[src/design/escape_time_fractal_pixel_unit_defines.svh]
// Assertion macros for the escape-time fractal pixel unit.
`ifndef ESCAPE_TIME_FRACTAL_PIXEL_UNIT_DEFINES_SVH
`define ESCAPE_TIME_FRACTAL_PIXEL_UNIT_DEFINES_SVH
`ifndef SYNTH
// Property checked on every rising clock edge outside reset.
`define ETFP_ASSERT(lbl, prop) \
	lbl: assert property (@(posedge clk) disable iff (!arst_n) prop) \
		else $error("etfp assertion failed");
// Condition implies a consequence in the cycle after.
`define ETFP_ASSERT_NEXT(lbl, ante, cons) \
	lbl: assert property (@(posedge clk) disable iff (!arst_n) (ante) |=> (cons)) \
		else $error("etfp assertion failed");
`else
`define ETFP_ASSERT(lbl, prop)
`define ETFP_ASSERT_NEXT(lbl, ante, cons)
`endif
`endif

[src/design/etfp_pkg.sv]
// Shared constants, types and fixed-point helpers of the fractal pixel unit.
`default_nettype none
package etfp_pkg;
	localparam int FRAC_BITS = 56;
	localparam int MAX_POWER = 16;
	localparam int DATA_W    = 64;
	localparam int PROD_W    = 2 * DATA_W;
	localparam int CFG_IDX_W = 3;
	localparam int CNT_W     = 16;
	localparam int PWR_W     = 5;
	localparam int COLOR_W   = 32;

	// register indexes
	localparam logic [CFG_IDX_W-1:0] REG_MODE    = 3'd0;
	localparam logic [CFG_IDX_W-1:0] REG_JRE     = 3'd1;
	localparam logic [CFG_IDX_W-1:0] REG_JIM     = 3'd2;
	localparam logic [CFG_IDX_W-1:0] REG_RADIUS  = 3'd3;
	localparam logic [CFG_IDX_W-1:0] REG_MAXITER = 3'd4;
	localparam logic [CFG_IDX_W-1:0] REG_POWER   = 3'd5;

	localparam logic [DATA_W-2:0] RADIUS_RESET  = (DATA_W-1)'(64'd4 << FRAC_BITS);
	localparam logic [CNT_W-1:0]  MAXITER_RESET = 16'd2000;
	localparam logic [PWR_W-1:0]  POWER_RESET   = 5'd2;
	localparam logic [PWR_W-1:0]  POWER_MAX     = PWR_W'(MAX_POWER);

	localparam logic [COLOR_W-1:0] OPAQUE_BLACK = 32'hFF000000;
	// palette gains: 9, 15 and 8.5 times 255, scaled by 8, 8^2 and 8^3
	localparam logic [DATA_W-1:0] GAIN_R = DATA_W'(9 * 255 * 8);
	localparam logic [DATA_W-1:0] GAIN_G = DATA_W'(15 * 255 * 64);
	localparam logic [DATA_W-1:0] GAIN_B = DATA_W'(17 * 255 * 256);
	localparam logic [DATA_W-1:0] PAL_OFFSET = DATA_W'(8);

	typedef struct packed {
		logic              start;
		logic [DATA_W-1:0] a;
		logic [DATA_W-1:0] b;
	} mul_req_t;

	typedef struct packed {
		logic busy;
		logic done;
	} mul_sts_t;

	// product does not fit the signed fixed-point word
	function automatic logic fx_ovf(input logic [PROD_W-1:0] p);
		logic [PROD_W-FRAC_BITS-DATA_W:0] top;
		top = p[PROD_W-1:FRAC_BITS+DATA_W-1];
		return !((&top) || (~|top));
	endfunction

	// product rescaled, floor rounding falls out of the two's complement slice
	function automatic logic [DATA_W-1:0] fx_res(input logic [PROD_W-1:0] p);
		return p[FRAC_BITS+DATA_W-1:FRAC_BITS];
	endfunction

	function automatic logic add_ovf(input logic [DATA_W-1:0] a, input logic [DATA_W-1:0] b,
			input logic [DATA_W-1:0] r);
		return (a[DATA_W-1] == b[DATA_W-1]) && (r[DATA_W-1] != a[DATA_W-1]);
	endfunction

	function automatic logic sub_ovf(input logic [DATA_W-1:0] a, input logic [DATA_W-1:0] b,
			input logic [DATA_W-1:0] r);
		return (a[DATA_W-1] != b[DATA_W-1]) && (r[DATA_W-1] != a[DATA_W-1]);
	endfunction
endpackage
`default_nettype wire

[src/design/etfp_mul.sv]
// Multi-cycle signed 64x64 multiplier built from one 32x32 unsigned multiplier.
`default_nettype none
module etfp_mul (
	input  wire logic                            clk,
	input  wire logic                            arst_n,
	input  wire etfp_pkg::mul_req_t              req,
	output etfp_pkg::mul_sts_t                   sts,
	output logic [etfp_pkg::PROD_W-1:0]          prod
);
	localparam int HALF_W = etfp_pkg::DATA_W / 2;

	localparam logic [2:0] ST_IDLE = 3'd0;
	localparam logic [2:0] ST_P0   = 3'd1;
	localparam logic [2:0] ST_P1   = 3'd2;
	localparam logic [2:0] ST_P2   = 3'd3;
	localparam logic [2:0] ST_P3   = 3'd4;
	localparam logic [2:0] ST_ACC  = 3'd5;
	localparam logic [2:0] ST_SIGN = 3'd6;

	logic [2:0]                      step_q;
	logic                            done_q;
	logic [etfp_pkg::DATA_W-1:0]     ua_q, ub_q;
	logic                            neg_q;
	logic [etfp_pkg::PROD_W-1:0]     acc_q, prod_q;
	logic [etfp_pkg::DATA_W-1:0]     pp_q, pp_d;
	logic [1:0]                      sh_q, sh_d;
	logic [HALF_W-1:0]               opa, opb;

	// partial product selection per step
	always_comb begin
		opa  = ua_q[HALF_W-1:0];
		opb  = ub_q[HALF_W-1:0];
		sh_d = 2'd0;
		case (step_q)
			ST_P1: begin
				opb  = ub_q[etfp_pkg::DATA_W-1:HALF_W];
				sh_d = 2'd1;
			end
			ST_P2: begin
				opa  = ua_q[etfp_pkg::DATA_W-1:HALF_W];
				sh_d = 2'd1;
			end
			ST_P3: begin
				opa  = ua_q[etfp_pkg::DATA_W-1:HALF_W];
				opb  = ub_q[etfp_pkg::DATA_W-1:HALF_W];
				sh_d = 2'd2;
			end
			default: begin
				sh_d = 2'd0;
			end
		endcase
		pp_d = opa * opb;
	end

	// step sequencer
	always_ff @(posedge clk or negedge arst_n) begin
		if (!arst_n) begin
			step_q <= ST_IDLE;
			done_q <= 1'b0;
		end else begin
			done_q <= 1'b0;
			if (step_q == ST_IDLE) begin
				if (req.start) step_q <= ST_P0;
			end else if (step_q == ST_SIGN) begin
				step_q <= ST_IDLE;
				done_q <= 1'b1;
			end else begin
				step_q <= step_q + 3'd1;
			end
		end
	end

	// magnitudes, accumulation and sign fix-up
	always_ff @(posedge clk) begin
		if (step_q == ST_IDLE && req.start) begin
			ua_q  <= req.a[etfp_pkg::DATA_W-1] ? (etfp_pkg::DATA_W'(0) - req.a) : req.a;
			ub_q  <= req.b[etfp_pkg::DATA_W-1] ? (etfp_pkg::DATA_W'(0) - req.b) : req.b;
			neg_q <= req.a[etfp_pkg::DATA_W-1] ^ req.b[etfp_pkg::DATA_W-1];
			acc_q <= '0;
		end
		if (step_q >= ST_P0 && step_q <= ST_P3) begin
			pp_q <= pp_d;
			sh_q <= sh_d;
		end
		if (step_q >= ST_P1 && step_q <= ST_ACC) begin
			acc_q <= acc_q + (etfp_pkg::PROD_W'(pp_q) << {sh_q, 5'b0});
		end
		if (step_q == ST_SIGN) begin
			prod_q <= neg_q ? (etfp_pkg::PROD_W'(0) - acc_q) : acc_q;
		end
	end

	assign sts.busy = (step_q != ST_IDLE);
	assign sts.done = done_q;
	assign prod     = prod_q;
endmodule
`default_nettype wire

[config.mk]
export PLATFORM = sky130hd
export DESIGN_NAME = etfp_mul
export DESIGN_NICKNAME = d
export VERILOG_FILES = /design/src/design/escape_time_fractal_pixel_unit_defines.svh /design/src/design/etfp_pkg.sv /design/src/design/etfp_mul.sv
export SDC_FILE = /design/constraint.sdc
export NUM_CORES = 2
export LEC_CHECK = 0
export BUFFER_PORTS_ARGS = -buffer_cell sky130_fd_sc_hd__buf_2
export CAP_MARGIN = 40
export CORE_AREA = 10 10 337 339
export CTS_CLUSTER_DIAMETER = 120
export CTS_CLUSTER_SIZE = 14
export DETAILED_ROUTE_END_ITERATION = 10
export DIE_AREA = 0 0 347 349
export PLACE_DENSITY = 0.79
export SYNTH_ARGS = -nofsm -noshare
export SYNTH_HDL_FRONTEND = slang
export SYNTH_SLANG_ARGS = --single-unit
export TNS_END_PERCENT = 100
[constraint.sdc]
create_clock -name clk -period 10.3 [get_ports clk]
set_input_delay 0.515 -clock clk [delete_from_list [all_inputs] [get_ports clk]]
set_output_delay 0.515 -clock clk [all_outputs]
set_load 0.05 [all_outputs]
==> impl_results.md <==
* Status: finished, final reports clean
* Die span in x at 347 µm
* TritonCTS clock tree: built
* Core outline area at 107000 µm²
* Layout Nets at 8308
* Most frequent cell after synthesis: inv_1
* Reg2reg setup slack at 370 ps
* Fillers at 8999
* Ys flop type: edfxtp_1
* RSZ-0062 raised after global routing: no
* TritonCTS buffer count at 39
* Final ANT Viol Nets at 0
* Sink Count at ~460
* Avg Cell Area, Syn at 9.28 µm²
* # setup viols final at 0
* FFs w/ async S/R, synth at 0.00879
* Critical R2R Launch: step_q[2]$_DFFE_PN0P_
* Initial DRC Count at 4996
* WHS Endpoint: ub_q[0]$_DFFE_PP_
* First-pass GRT wire length at 322 mm
* Vias in the first global route at 53100
* Worst R2R Path Depth at 31
* Crit Path Category: flop to flop
* Starting Density at 0.585
* Clock latency at the later pin of the worst-skew pair at 680 ps
* Top post-synthesis cells by area: fa_1 (29%), edfxtp_1 (22%), ha_1 (7.9%)
* Final Slew Violations at 0
* CTS H-tree depth at 2
* Via density at ~6.2
* Slew headroom at 0.315
* Fin. Hold Viols at 0
* Drt total wl at 215 mm
* Min Tclk post-route at 9930 ps
* Die ar. at 121000 µm²
* Top cell type's share of synthesized area at 0.288
* CP bufs+invs at 10
* Total iterations of the first detailed-routing run at 6
* Final GP Congestion at 1.04
* Area of the multi-input gates at 44300 µm²
* CP required at 10670 ps
* Die height at between 300 and 400 µm
* Fmax at approximately 100 MHz
* Worst Skew at 82.7 ps
* Reg-to-reg endpoint: pp_q[59]$_DFFE_PP_
* HPWL Detailed at approximately 180 mm
* Initial antenna violation count at 3
* Period utilization at 0.965
* Register area at 13600 µm²
* Mapped Area at between 60000 and 70000 µm²
* # DRC at 0
* Synth unique cells at 83
* Max incr delay on CP at 580 ps
* YS warnings at 0
* GR Util All Layers at 0.351
* Routed wire per std cell at 25.9 µm
* Yosys reg bits at 455
* Hold path start: req[0]
* Crit path max-delay cell type: fa_1
* Measured slew at the worst slew-check pin at approximately 1000 ps
* Max-cap check violation count at 0
* Max clock buf depth at 3
* Net count after synthesis at 8152
* Post-synth EDFFs at 451
* Area leader, netlist: fa_1
* Post-Synthesis Cells at 6728
* Worst EP arrival at 10310 ps
* Most frequent cells after synthesis: inv_1 (956), fa_1 (897), nor2_1 (879)
* Area Overhead vs Synth at 7.75%
* Sequential element share of the synthesized area at 0.219
* Root cell of the clock tree: clkbuf_16
* Global route overflow at 0
* Number of port buffers at 260
* Row cnt at 120
* Clk pin slew, worst setup/hold paths at 70 ps
* Hold depth at 1
* Via count at 51200
* Hold crit path type: primary input to flop
* IO Pins at 261
* CP startpoint kind: flop
* Worst-path maximum fanout at 43
* CP most frequent cell: fa_1
* Crit path max-delay family: adder cells
* Worst Setup End Kind: flop
* Layout cell share with drive strength beyond 1 at 0.0940
* Total Neg Setup Slack at 0 ps
* Largest net degree at the start of global routing at approximately 130
what timing repair did:
action | in CTS | in global routing
resized for setup | 0 | 12
hold buffers | 1 | 0
setup endpoints to repair | 0 | 10
setup buffers | 0 | 7
hold endpoints to repair | 4 | 0
cells by family after synthesis:
group | count (synthesis) | share of synthesized area
adders and majority gates | 1293 | 0.367
and+or+nand+nor | 2140 | 0.151
DFF | 455 | 0.219
AOI/OAI and AO/OA | 979 | 0.0999
muxes | 166 | 0.0279
xor gates and xnor gates | 417 | 0.0585
buffers and inverters | 1278 | 0.0770
placed cells by master, fill, tap and decap left out, types with 38 or more instances in the layout:
cell type,Yosys,final
inv_1,956,955
fa_1,897,897
nor2_1,879,877
nand2_1,715,715
edfxtp_1,451,451
ha_1,396,396
xnor2_1,347,347
a21oi_1,282,281
buf_2,2,261
o21ai_0,233,232
buf_4,2,152
nand4_1,96,96
a21o_1,91,91
o31ai_1,84,83
nor3_1,75,74
xor2_1,70,70
mux2_2,64,61
mux2i_1,102,59
o21bai_1,57,57
and2_1,56,56
nand3_1,54,53
nor2b_1,51,49
mux2i_2,0,40
clkbuf_16,0,39
o41ai_1,38,38
area by class of cell:
class	count	area share
multi-input combinational	4996	0.658
clock buffer	47	0.0150
timing repair buffer	434	0.0425
inverter	958	0.0535
tap	1403	0.0261
sequential	455	0.203
clock inverter	6	0.00184
antenna	1	0.0000372
registers in the layout (all words and copies together), names as in the netlist:
name and cells:
step_q 3, ub_q 64, pp_q 64, sh_q 2
ua_q 64, acc_q 128, done_q 1, neg_q 1
prod 128
through the flow:
step	hold WS, ps	std cells	setup slack [ps]	utilization	cell area [µm²]
2_1_floorplan	219	6728	535	-	62400
3_3_place_gp	335	8219	288	0.617	65800
3_5_place_dp	334	8237	169	0.619	66000
4_1_cts	58.4	8291	107	0.630	67100
5_1_grt	92.2	8299	28.2	0.631	67200
6_report	98.2	8300	365	0.631	67200
routing by layer:
metal,global-route usage,part of all wire,vias to the layer above
li1,-,-,22300
met1,0.412,0.36,25100
met2,0.572,0.45,2977
met3,0.0809,0.098,857
met4,0.244,0.090,2
met5,0,0.000074,-
worst max-delay path by stage:
stage	startpoint	end	cells past startpoint
after floorplan	step_q[2]$_DFFE_PN0P_	pp_q[62]$_DFFE_PP_	35
after global placement	step_q[0]$_DFFE_PN0P_	pp_q[62]$_DFFE_PP_	31
after detailed placement	step_q[0]$_DFFE_PN0P_	pp_q[62]$_DFFE_PP_	29
after CTS	step_q[0]$_DFFE_PN0P_	pp_q[62]$_DFFE_PP_	29
after global routing	step_q[2]$_DFFE_PN0P_	pp_q[62]$_DFFE_PP_	34
final	step_q[2]$_DFFE_PN0P_	pp_q[59]$_DFFE_PP_	31
worst register-to-register path, delay by kind of cell (launching register included):
family                   cells  cell delay (ps)
adder cells (fa/ha/maj)     10             4470
buffers and inverters       10             1970
AO/OA/AOI/OAI                4             1240
AND/OR/NAND/NOR              5              860
XOR/XNOR                     1              500
flip-flops                   1              390
multiplexers                 1              230
Power is not shown: default switching activity piles up to over one toggle a cycle in this logic, so the estimate is an artifact.
